### config.mk
export PLATFORM = sky130hd
export DESIGN_NAME = stereo_channel_mixer_core
export DESIGN_NICKNAME = d
export VERILOG_FILES = /design/src/hw/rtl/scm_pkg.sv /design/src/hw/rtl/scm_front.sv /design/src/hw/rtl/scm_queue.sv /design/src/hw/rtl/scm_back.sv /design/src/hw/rtl/stereo_channel_mixer_core.sv
export VERILOG_INCLUDE_DIRS = /design/src /design/src/hw/rtl
export SDC_FILE = /design/constraint.sdc
export NUM_CORES = 2
export LEC_CHECK = 0
export BUFFER_PORTS_ARGS = -buffer_cell sky130_fd_sc_hd__buf_2
export CORE_MARGIN = 1
export CORE_UTILIZATION = 50
export CTS_BUF_LIST = sky130_fd_sc_hd__clkbuf_8
export DETAILED_ROUTE_END_ITERATION = 10
export GPL_TIMING_DRIVEN = 0
export PLACE_DENSITY_LB_ADDON = 0.3
export SETUP_SLACK_MARGIN = 0.3
export SLEW_MARGIN = 20
export SYNTH_ARGS = -nofsm -noshare
export SYNTH_HDL_FRONTEND = slang
export SYNTH_SLANG_ARGS = --single-unit
### constraint.sdc
create_clock -name clk -period 8.3 [get_ports clk]
set_clock_uncertainty 0.15 [all_clocks]
set_input_delay 0.415 -clock clk [delete_from_list [all_inputs] [get_ports clk]]
set_output_delay 0.415 -clock clk [all_outputs]
set_load 0.005 [all_outputs]
### src/hw/rtl/stereo_channel_mixer_core_assert.svh
// Assertion macros shared by the stereo channel mixer RTL.
`ifndef STEREO_CHANNEL_MIXER_CORE_ASSERT_SVH
`define STEREO_CHANNEL_MIXER_CORE_ASSERT_SVH

// Same-cycle implication, clocked on clk, off while arst_n is low.
`define SCM_ASSERT_NOW(name, ante, cons, msg) \
	name: assert property (@(posedge clk) disable iff (!arst_n) (ante) |-> (cons)) \
		else $error(msg);

// Next-cycle implication, clocked on clk, off while arst_n is low.
`define SCM_ASSERT_NEXT(name, ante, cons, msg) \
	name: assert property (@(posedge clk) disable iff (!arst_n) (ante) |=> (cons)) \
		else $error(msg);

`endif

### src/hw/rtl/scm_pkg.sv
// Package: types, constants and the channel gain function of the stereo channel mixer.
`default_nettype none

package scm_pkg;

	localparam int ACC_WIDTH_DEF = 32;
	localparam int CONTRIB_W     = 19;
	localparam int QUEUE_DEPTH   = 4;
	localparam int QUEUE_AW      = $clog2(QUEUE_DEPTH);
	localparam int PADDR_W       = 4;
	localparam int PDATA_W       = 32;

	// Register indexes (byte address / 4)
	localparam logic [1:0] REG_MASTER_VOLUME = 2'd0;
	localparam logic [1:0] REG_OUTPUT_8BIT   = 2'd1;
	localparam logic [1:0] REG_OUTPUT_STEREO = 2'd2;

	localparam logic [9:0] MASTER_VOLUME_RST = 10'd256;
	localparam logic       OUTPUT_8BIT_RST   = 1'b0;
	localparam logic       OUTPUT_STEREO_RST = 1'b1;

	localparam logic signed [15:0] SAT_MAX = 16'sh7fff;
	localparam logic signed [15:0] SAT_MIN = 16'sh8000;

	typedef logic signed [CONTRIB_W-1:0] contrib_t;

	typedef struct packed {
		logic signed [15:0] sample_value;
		logic               sample_is_8bit;
		logic [9:0]         left_volume;
		logic [9:0]         right_volume;
		logic               last_channel;
	} in_word_t;

	typedef struct packed {
		logic signed [15:0] left_sample;
		logic signed [15:0] right_sample;
	} out_word_t;

	typedef struct packed {
		contrib_t left_contrib;
		contrib_t right_contrib;
		logic     last_channel;
	} queue_word_t;

	typedef struct packed {
		logic full;
		logic empty;
	} queue_stat_t;

	typedef struct packed {
		logic [9:0] master_volume;
		logic       output_8bit;
		logic       output_stereo;
	} cfg_t;

	// One channel's contribution to one side: 16-bit source gives (s*vol)>>8,
	// 8-bit source gives byte*(min(vol,255)>>3)*8. One shared multiplier.
	function automatic contrib_t contribution(logic signed [15:0] sample, logic is8,
			logic [9:0] vol);
		logic signed [15:0] a;
		logic [9:0]         b;
		logic signed [26:0] p;
		a = is8 ? {{8{sample[7]}}, sample[7:0]} : sample;
		b = is8 ? ((vol[9:8] != 2'b00) ? 10'd31 : {5'd0, vol[7:3]}) : vol;
		p = 27'(a) * 27'($signed({1'b0, b}));
		return is8 ? contrib_t'({p[15:0], 3'b000}) : contrib_t'(p[26:8]);
	endfunction

endpackage

`default_nettype wire

### src/hw/rtl/scm_front.sv
// Front end: accept a channel word, compute both side contributions, push to the queue.
`default_nettype none

module scm_front (
	input  wire                  clk,
	input  wire                  arst_n,
	input  wire                  sample_valid,
	output logic                 sample_ready,
	input  scm_pkg::in_word_t    sample_word,
	input  scm_pkg::queue_stat_t qstat,
	output logic                 push,
	output scm_pkg::queue_word_t push_word
);
	import scm_pkg::*;

	logic        valid_s1;
	queue_word_t word_s1;

	assign push         = valid_s1 && !qstat.full;
	assign sample_ready = !valid_s1 || !qstat.full;
	assign push_word    = word_s1;

	always_ff @(posedge clk or negedge arst_n) begin
		if (!arst_n) begin
			valid_s1 <= 1'b0;
		end else if (sample_ready) begin
			valid_s1 <= sample_valid;
		end
	end

	always_ff @(posedge clk) begin
		if (sample_ready && sample_valid) begin
			word_s1.left_contrib  <= contribution(sample_word.sample_value,
				sample_word.sample_is_8bit, sample_word.left_volume);
			word_s1.right_contrib <= contribution(sample_word.sample_value,
				sample_word.sample_is_8bit, sample_word.right_volume);
			word_s1.last_channel  <= sample_word.last_channel;
		end
	end

endmodule

`default_nettype wire

### src/hw/rtl/scm_queue.sv
// Short FIFO between the front end and the back end.
`default_nettype none

module scm_queue (
	input  wire                  clk,
	input  wire                  arst_n,
	input  wire                  push,
	input  scm_pkg::queue_word_t push_word,
	input  wire                  pop,
	output scm_pkg::queue_word_t pop_word,
	output scm_pkg::queue_stat_t qstat
);
	import scm_pkg::*;

	queue_word_t         entry_q [QUEUE_DEPTH];
	logic [QUEUE_AW-1:0] wr_ptr_q;
	logic [QUEUE_AW-1:0] rd_ptr_q;
	logic [QUEUE_AW:0]   count_q;

	assign qstat.full  = (count_q == (QUEUE_AW+1)'(QUEUE_DEPTH));
	assign qstat.empty = (count_q == '0);
	assign pop_word    = entry_q[rd_ptr_q];

	always_ff @(posedge clk or negedge arst_n) begin
		if (!arst_n) begin
			wr_ptr_q <= '0;
			rd_ptr_q <= '0;
			count_q  <= '0;
		end else begin
			if (push) begin
				wr_ptr_q <= (wr_ptr_q == QUEUE_AW'(QUEUE_DEPTH - 1)) ? '0 : wr_ptr_q + 1'b1;
			end
			if (pop) begin
				rd_ptr_q <= (rd_ptr_q == QUEUE_AW'(QUEUE_DEPTH - 1)) ? '0 : rd_ptr_q + 1'b1;
			end
			case ({push, pop})
				2'b10:   count_q <= count_q + 1'b1;
				2'b01:   count_q <= count_q - 1'b1;
				default: count_q <= count_q;
			endcase
		end
	end

	always_ff @(posedge clk) begin
		if (push) begin
			entry_q[wr_ptr_q] <= push_word;
		end
	end

endmodule

`default_nettype wire

### src/hw/rtl/scm_back.sv
// Back end: accumulate contributions, scale and saturate the frame, hold the result word.
`default_nettype none

module scm_back #(
	parameter int ACC_WIDTH = scm_pkg::ACC_WIDTH_DEF
) (
	input  wire                  clk,
	input  wire                  arst_n,
	input  scm_pkg::cfg_t        cfg,
	input  scm_pkg::queue_stat_t qstat,
	input  scm_pkg::queue_word_t pop_word,
	output logic                 pop,
	output logic                 finishing,
	output logic                 frame_valid,
	input  wire                  frame_ready,
	output scm_pkg::out_word_t   frame_word
);
	import scm_pkg::*;

	localparam int PROD_W = ACC_WIDTH + 11;
	localparam int VAL_W  = PROD_W - 8;

	localparam logic [1:0] ST_ACC = 2'd0;
	localparam logic [1:0] ST_MUL = 2'd1;
	localparam logic [1:0] ST_SAT = 2'd2;

	logic [1:0]                  state_q;
	logic signed [ACC_WIDTH-1:0] acc_l_q, acc_r_q;
	logic signed [ACC_WIDTH-1:0] fin_l_q, fin_r_q;
	logic signed [PROD_W-1:0]    prod_l_q, prod_r_q;
	logic signed [ACC_WIDTH-1:0] sum_l, sum_r;
	logic                        out_valid_q;
	out_word_t                   out_word_q;
	logic signed [15:0]          res_l, res_r;
	logic                        load_out;

	function automatic logic signed [15:0] finish(logic signed [PROD_W-1:0] prod,
			logic out8);
		logic signed [VAL_W-1:0] v;
		logic signed [15:0]      s;
		v = prod[PROD_W-1:8];
		if (!v[VAL_W-1] && (|v[VAL_W-2:15])) begin
			s = SAT_MAX;
		end else if (v[VAL_W-1] && !(&v[VAL_W-2:15])) begin
			s = SAT_MIN;
		end else begin
			s = v[15:0];
		end
		return out8 ? $signed({8'd0, ~s[15], s[14:8]}) : s;
	endfunction

	assign pop       = (state_q == ST_ACC) && !qstat.empty;
	assign finishing = (state_q == ST_SAT);
	assign load_out  = finishing && (!out_valid_q || frame_ready);
	assign sum_l     = acc_l_q + ACC_WIDTH'(pop_word.left_contrib);
	assign sum_r     = acc_r_q + ACC_WIDTH'(pop_word.right_contrib);
	assign res_l     = finish(prod_l_q, cfg.output_8bit);
	assign res_r     = cfg.output_stereo ? finish(prod_r_q, cfg.output_8bit) : 16'sd0;

	assign frame_valid = out_valid_q;
	assign frame_word  = out_word_q;

	always_ff @(posedge clk or negedge arst_n) begin
		if (!arst_n) begin
			state_q     <= ST_ACC;
			acc_l_q     <= '0;
			acc_r_q     <= '0;
			out_valid_q <= 1'b0;
		end else begin
			if (load_out) begin
				out_valid_q <= 1'b1;
			end else if (frame_ready) begin
				out_valid_q <= 1'b0;
			end
			unique case (state_q)
				ST_ACC: begin
					if (pop) begin
						if (pop_word.last_channel) begin
							acc_l_q <= '0;
							acc_r_q <= '0;
							state_q <= ST_MUL;
						end else begin
							acc_l_q <= sum_l;
							acc_r_q <= sum_r;
						end
					end
				end
				ST_MUL: begin
					state_q <= ST_SAT;
				end
				ST_SAT: begin
					if (load_out) begin
						state_q <= ST_ACC;
					end
				end
				default: begin
					state_q <= ST_ACC;
				end
			endcase
		end
	end

	always_ff @(posedge clk) begin
		if (pop && pop_word.last_channel) begin
			fin_l_q <= sum_l;
			fin_r_q <= sum_r;
		end
		if (state_q == ST_MUL) begin
			prod_l_q <= PROD_W'(fin_l_q) * PROD_W'($signed({1'b0, cfg.master_volume}));
			prod_r_q <= PROD_W'(fin_r_q) * PROD_W'($signed({1'b0, cfg.master_volume}));
		end
		if (load_out) begin
			out_word_q.left_sample  <= res_l;
			out_word_q.right_sample <= res_r;
		end
	end

endmodule

`default_nettype wire

### src/hw/rtl/stereo_channel_mixer_core.sv
// Top level of the stereo channel mixer: register port, front end, queue, back end.
//
//  channel   handshake                    word / data
//  -------   --------------------------   ----------------------------------
//  sample    sample_valid / sample_ready   sample_word (scm_pkg::in_word_t)
//  frame     frame_valid / frame_ready     frame_word  (scm_pkg::out_word_t)
//  config    psel, penable, pwrite, pready paddr[3:0], pwdata / prdata, 32 bit
//
//  The front end takes one sample word per cycle while the queue has room and
//  registers both side gains through one 16x11 multiplier per side. The back end
//  drains the queue at one word per cycle while accumulating; a word marked last
//  passes the add, master-volume multiply and saturate steps plus any wait on
//  frame_ready. Words reach the accumulators via the front-end register and queue.
//  Reset clears accumulators, queue and handshakes and loads the register defaults.
//  A stalled frame port holds the result word; the four-entry queue then fills and
//  sample_ready drops.
`default_nettype none
`include "stereo_channel_mixer_core_assert.svh"

module stereo_channel_mixer_core #(
	parameter int ACC_WIDTH = scm_pkg::ACC_WIDTH_DEF
) (
	input  wire                          clk,
	input  wire                          arst_n,
	input  wire                          sample_valid,
	output logic                         sample_ready,
	input  scm_pkg::in_word_t            sample_word,
	output logic                         frame_valid,
	input  wire                          frame_ready,
	output scm_pkg::out_word_t           frame_word,
	input  wire                          psel,
	input  wire                          penable,
	input  wire                          pwrite,
	input  wire [scm_pkg::PADDR_W-1:0]   paddr,
	input  wire [scm_pkg::PDATA_W-1:0]   pwdata,
	output logic [scm_pkg::PDATA_W-1:0]  prdata,
	output logic                         pready
);
	import scm_pkg::*;

	cfg_t        cfg_q;
	queue_stat_t qstat;
	queue_word_t push_word;
	queue_word_t pop_word;
	logic        push;
	logic        pop;
	logic        finishing;
	logic        cfg_write;
	logic [1:0]  reg_index;

	// Register port: zero wait states, write in the access phase.
	assign pready    = 1'b1;
	assign cfg_write = psel && penable && pwrite && pready;
	assign reg_index = paddr[3:2];

	always_ff @(posedge clk or negedge arst_n) begin
		if (!arst_n) begin
			cfg_q.master_volume <= MASTER_VOLUME_RST;
			cfg_q.output_8bit   <= OUTPUT_8BIT_RST;
			cfg_q.output_stereo <= OUTPUT_STEREO_RST;
		end else if (cfg_write) begin
			unique case (reg_index)
				REG_MASTER_VOLUME: cfg_q.master_volume <= pwdata[9:0];
				REG_OUTPUT_8BIT:   cfg_q.output_8bit   <= pwdata[0];
				REG_OUTPUT_STEREO: cfg_q.output_stereo <= pwdata[0];
				default:           cfg_q <= cfg_q;
			endcase
		end
	end

	// Read back: zero-extend the addressed register, zero for unused addresses.
	always_comb begin
		unique case (reg_index)
			REG_MASTER_VOLUME: prdata = PDATA_W'(cfg_q.master_volume);
			REG_OUTPUT_8BIT:   prdata = PDATA_W'(cfg_q.output_8bit);
			REG_OUTPUT_STEREO: prdata = PDATA_W'(cfg_q.output_stereo);
			default:           prdata = '0;
		endcase
	end

	// Front end: accept and compute per-side contributions.
	scm_front u_front (
		.clk          (clk),
		.arst_n       (arst_n),
		.sample_valid (sample_valid),
		.sample_ready (sample_ready),
		.sample_word  (sample_word),
		.qstat        (qstat),
		.push         (push),
		.push_word    (push_word)
	);

	// Decouple front and back so either side may stall alone.
	scm_queue u_queue (
		.clk       (clk),
		.arst_n    (arst_n),
		.push      (push),
		.push_word (push_word),
		.pop       (pop),
		.pop_word  (pop_word),
		.qstat     (qstat)
	);

	// Back end: accumulate, then scale, saturate and hold the frame word.
	scm_back #(
		.ACC_WIDTH (ACC_WIDTH)
	) u_back (
		.clk         (clk),
		.arst_n      (arst_n),
		.cfg         (cfg_q),
		.qstat       (qstat),
		.pop_word    (pop_word),
		.pop         (pop),
		.finishing   (finishing),
		.frame_valid (frame_valid),
		.frame_ready (frame_ready),
		.frame_word  (frame_word)
	);

	// Never pop an empty queue, never push a full one.
	`SCM_ASSERT_NOW(a_pop_not_empty, pop, !qstat.empty, "pop from empty queue")
	`SCM_ASSERT_NOW(a_push_not_full, push, !qstat.full, "push into full queue")
	// A new frame word only follows the saturate step.
	`SCM_ASSERT_NOW(a_frame_from_finish, $rose(frame_valid), $past(finishing),
		"frame word without finish step")
	// Popping a last word always starts the finish sequence.
	`SCM_ASSERT_NEXT(a_last_starts_finish, pop && pop_word.last_channel, !pop,
		"back end kept popping after last word")

endmodule

`default_nettype wire

After elaboration in Yosys (flattened, before gate mapping). Memory sizes are Yosys's and may differ from the RTL's. Index checks and enable logic that the tools add are counted.

Bits in writable memories: 156. Register bits: 308. Memories kept: 1. Bits of input ports: 81.

Memory list: u_queue.entry_q (depth 4, width 39, read ports 1, clocked after memory_dff 0, wr ports 1, line scm_queue.sv:15) `queue_word_t entry_q [QUEUE_DEPTH];`.

Add/sub/neg operators: 6. Muxes and demuxes: 27. Equal/unequal tests: 12. Multiply operators: 4. Bitwise logic cells: 3. Reduce and logical (&&, ||, !) cells: 38.

Operators by type and width (count): $mul A32 B11 Y43 (2); $mux W16 (5); $add A32 B19 Y32 (2); $mux W32 (2); $mul A16 B11 Y27 (2); $mux W19 (2); $reduce_and A19 Y1 (2); $reduce_or A19 Y1 (2); $pmux W10 S3 (1); $mux W10 (2); $mux W8 (2); $logic_and A1 B1 Y1 (11); $eq A2 B2 Y1 const B (5); $mux W2 (5); $mux W5 (2); $logic_not A1 Y1 (8); $reduce_and A2 Y1 (4); $reduce_bool A2 Y1 (4); $eq A2 B1 Y1 const B (3); $pmux W2 S3 (1); $pmux W3 S2 (1); $add A2 B1 Y2 const B (2); $logic_not A2 Y1 (2); $mux W1 (4); 10 further kinds (14).

Depth between registers and ports, before layout.
Depth after elaboration: 7. Gate-level depth with buffers: 26. Mapped depth without buffers: 24.

Hierarchy. A second synthesis with hierarchy kept.

Cell total of the unflattened synthesis: 5270. Area total of the unflattened synthesis: 53628.9 um2.

By module, submodules not included: scm_back (cells an instance 3385, sequential area each 6661.4 um2, area an instance 32800.2 um2, times used 1); scm_front (cells an instance 1577, sequential area each 1196.1 um2, area an instance 13993.4 um2, times used 1); scm_queue (cells an instance 242, sequential area each 4859.7 um2, area an instance 6093.3 um2, times used 1); stereo_channel_mixer_core (cells an instance 66, sequential area each 302.8 um2, area an instance 742.0 um2, times used 1).

Worst setup path before layout. No wires, ideal clock.

Path type: input to register. Start: in sample_word[21] (netlist name). End: reg u_front.word_s1, in the netlist u_front.push_word[38], data pin. Cell stages on the path: 25. Slack: 1544 ps. Library setup time: 273 ps. Arrival time: 6333 ps. Path buffers: 3. Cells stage by stage: clkbuf_1 > buf_1 > nor2_1 > a21oi_1 > clkbuf_1 > nand2_1 > fa_1 > fa_1 > fa_1 > inv_1 > fa_1 > inv_1 > fa_1 > inv_1 > ha_1 > o21ai_0 > a21oi_1 > a41oi_1 > o31ai_1 > a21oi_1 > o21ba_2 > o31ai_1 > o31ai_1 > xnor2_1 > mux2i_1.

Cells in the longest elaborated chain, start to end: 3. Elaborated cells between the ends (all ways): 4. Those cells by class: mul (1); mux (3).

Ends and longest elaborated chain: start: declaration (line stereo_channel_mixer_core.sv:27) `input scm_pkg::in_word_t sample_word,`; $mux W16 / $mux W10 (equally long branches) (line scm_pkg.sv:64, scm_pkg.sv:65); $mul A16 B11 Y27 (line scm_pkg.sv:66) `p = 27'(a) * 27'($signed({1'b0, b}));`; $mux W19 (*) (line scm_pkg.sv:67) `return is8 ? contrib_t'({p[15:0], 3'b000}) : contrib_t'(p[26:8]);`; end: declaration (line scm_front.sv:17) `queue_word_t word_s1;`.

Mark *: on every way between the ends. The rest lies on a longest branch, timed or not. A chain may end at the register's enable or synchronous reset.

Final worst setup path.
Start: reg cfg_q[9] (netlist name). End: reg u_back.prod_r_q[42], data pin.

Cells in the longest elaborated chain, start to end: 1.

Ends and longest elaborated chain: start: declaration (line stereo_channel_mixer_core.sv:41) `cfg_t cfg_q;`; start signal: assignment (line stereo_channel_mixer_core.sv:66) `default: cfg_q <= cfg_q;`; $mul A32 B11 Y43 (line scm_back.sv:110) `prod_r_q <= PROD_W'(fin_r_q) * PROD_W'($signed({1'b0, cfg.master_volume}));`; end signal: assignment (line scm_back.sv:110); end: declaration (line scm_back.sv:30) `logic signed [PROD_W-1:0] prod_l_q, prod_r_q;`.

No other way between the ends.

==> metrics.md <==
| Metric | Value |
|---|---|
| Starting DRT DRC Count | `2530` |
| Sequential fraction of the synthesis area | `0.246` |
| Pins Over Slew Limit | `0` |
| Critical Path Source Type | `register` |
| Total GRT Usage | `0.243` |
| H-tree Lvls | `3` |
| FMAX | `about 0.13 GHz` |
| Reg clk slew, reported paths | `roughly 0.060 ns` |
| Vias per std cell | `5.32` |
| Vias | `36400` |
| Clk buf depth | `3` |
| Clock Latency Late Sink | `a little under 0.7 ns` |
| Critical path endpoint category | `register` |
| Post-CTS Setup Inserts | `0` |
| Num CTS Buffers | `72` |
| RR Startpoint | `cfg_q[9]` |
| Largest net degree at the start of global routing | `58` |
| Rel. slew slack | `0.203` |
| Post-DP HPWL | `a little over 100000 um` |
| Vias in the first global route | `between 30000 and 40000` |
| Drt first pass iters | `8` |
| Least-Margin Pin Slew | `between 1 and 1.5 ns` |
| Nets | `around 6700` |
| Horiz. Die Dim | `roughly 330 um` |
| Chip height | `between 300 and 400 um` |
| Area of the mapped netlist | `approximately 0.053 mm2` |
| Yosys Warn Count | `0` |
| Library cells used by synthesis | `72` |
| Status | `finished, final reports clean` |
| EDFF count, synth | `between 300 and 400` |
| Critical path peak fanout | `10` |
| Clk sinks | `approximately 450` |
| Worst r2r path cells | `22` |
| Unrepaired setup endpoints after global routing | `true` |
| Drt wl/cell | `roughly 19 um` |
| Fin. Hold Viols | `0` |
| Tcrit/Tclk final | `0.938` |
| Buffers on Ports | `94` |
| Synth async-reset ratio | `0.194` |
| Core Util, Final | `0.548` |
| Dominant synthesized flop cell | `edfxtp_1` |
| WS Path Type | `register to register` |
| Worst Path Required | `around 8.6 ns` |
| Mapped Avg Cell Area | `approximately 10 um2` |
| Antenna Nets Post-Route | `0` |
| Post-Synthesis Cells | `about 5200` |
| Ratio of cells with drive above 1 in the final layout | `0.0598` |
| Critical Path AT | `~8.0 ns` |
| Die area | `0.107 mm2` |
| Synth-to-Final Area Change | `7.92%` |
| Grt ovf | `0` |
| Drt total wl | `between 100000 and 150000 um` |
| Worst reg2reg setup slack | `slightly above 0.5 ns` |
| DRC viols | `0` |
| Max-cap violations | `0` |
| Site Rows | `approximately 120` |
| Total core area | `around 0.10 mm2` |
| First-pass GRT wire length | `between 200000 and 250000 um` |
| I/O pin cnt | `148` |
| Filler cells | `between 9000 and 10000` |
| Final GP Congestion | `around 0.92` |
| Final min period | `7.79 ns` |
| Hold WC Path Type | `input port to asynchronous set/reset pin` |
| CTS Root Cell | `clkbuf_8` |
| CTS tree | `done` |
| Starting Density | `0.508` |
| Reg-to-reg endpoint | `u_back.prod_r_q[42]` |
| Register bit total from synthesis | `approximately 450` |
| Final setup viols | `0` |
| Initial antenna violation count | `7` |
[cells in the final DEF (no fill, tap or decap), types with 34 or more instances in the layout]
cell / n
nor2_1: 151
edfxtp_1: 361
mux4_2: 38
o21ai_0: 86
ha_1: 370
a21o_1: 90
dfrtp_1: 85
buf_2: 95
xnor2_1: 131
clkbuf_1: 196
clkbuf_8: 80
o21a_1: 34
inv_1: 1022
and2_1: 374
a22o_1: 55
xor2_1: 56
nand3_1: 37
fa_1: 837
a21oi_1: 180
nor2b_1: 69
nand2_1: 640
[area by class of cell]
class                           instances  area (um2)  area share
Buffer                                248        1030      0.0180
Sequential cell                       448       13000       0.228
Antenna cell                            2        5.00   0.0000878
Clock buffer                           80        1100      0.0193
Timing Repair Buffer                  121         880      0.0154
Inverter                              998        3750      0.0657
Clock inverter                         50         342     0.00599
Tap cell                             1380        1730      0.0303
Multi-Input combinational cell       3505       35200       0.617
[through the flow]
stage               TNS (ns)  cells  hold WS [ns]  setup slack, ns  cell area, um2
floorplan                  0   5199       -0.0306             1.54           52900
global placement           0   6673         0.319           0.0332           55100
detailed placement   -0.0411   6684         0.202          -0.0411           55400
CTS                        0   6830      0.000209            0.419           57000
global route               0   6831        0.0535            0.143           57000
finish                     0   6832        0.0565            0.513           57000
[worst max-delay path by stage]
stage | slack (ns) | cells after the start | to | startpoint
final | 0.51 | 22 | u_back.prod_r_q[42] | cfg_q[9]
after floorplan | 1.54 | 25 | u_front.push_word[38] | sample_word[21]
after global placement | 0.03 | 26 | u_front.push_word[38] | sample_word[21]
after detailed placement | -0.04 | 26 | u_front.push_word[38] | sample_word[21]
after CTS | 0.42 | 20 | u_back.prod_l_q[36] | cfg_q[10]
after global routing | 0.14 | 22 | u_back.prod_r_q[42] | cfg_q[9]
[critical path, cell delays in order, from the launching register on]
cell	delay, ns
dfrtp_1	0.39
clkbuf_1	0.61
clkbuf_1	0.63
nand2_1	0.15
fa_1	0.51
inv_1	0.05
fa_1	0.55
fa_1	0.44
fa_1	0.50
inv_1	0.05
fa_1	0.47
inv_1	0.04
ha_1	0.35
a21o_1	0.21
a21o_1	0.19
a211oi_1	0.39
nand2b_1	0.13
o21ai_1	0.40
a21oi_1	0.22
o31ai_1	0.41
o21ai_1	0.17
a21oi_1	0.20
xnor2_1	0.29
[kinds of logic after synthesis]
| kind of cell | synth area share |
|---|---|
| simple gates | 0.130 |
| buf+inv | 0.0902 |
| mux | 0.0237 |
| flops | 0.246 |
| fa+ha+maj | 0.405 |
| xor+xnor | 0.0310 |
| compound gates | 0.0735 |
| other cells | 0.000142 |
[synth_stat cells, drive strengths merged (24+ instances only)]
cell      n  area [um2]
nand3    37         185
and2    375        2350
nor2b    71         444
nand2   640        2400
o21a     34         255
and3     27         169
clkbuf  203         762
xnor2   131        1150
edfxtp  361       10800
dfrtp    85        2130
nor3     25         125
o21ai    96         484
mux2i    24         240
nor2    152         571
a22o     55         482
o21bai   24         180
mux4     38         856
fa      837       16800
a21oi   181         906
a21o     90         676
xor2     56         490
buf      45         258
ha      370        4630
inv     997        3740
[flip-flops by register name, summed over array words and instances (netlist names), 35 cells and up]
| name | count |
|---|---|
| u_front.push_word | 39 |
| u_queue.entry_q | 156 |
| u_back.prod_l_q | 35 |
| u_back.prod_r_q | 35 |
[layer usage]
metal,global-route usage,share of wire
met5,0,0.000095
met4,0.0949,0.040
met3,0.0305,0.062
met2,0.421,0.49
met1,0.311,0.41
[what timing repair did]
| action | in CTS | in global routing |
|---|---|---|
| setup endpoints to repair | 1 | 7 |
| hold buffers | 16 | 0 |
| pin swaps | 0 | 0 |
| hold endpoints to repair | 103 | 0 |
| resized for setup | 2 | 14 |
| gates cloned | 0 | 0 |
Power is not shown: default switching activity piles up to over one toggle a cycle in this logic, so the estimate is an artifact.
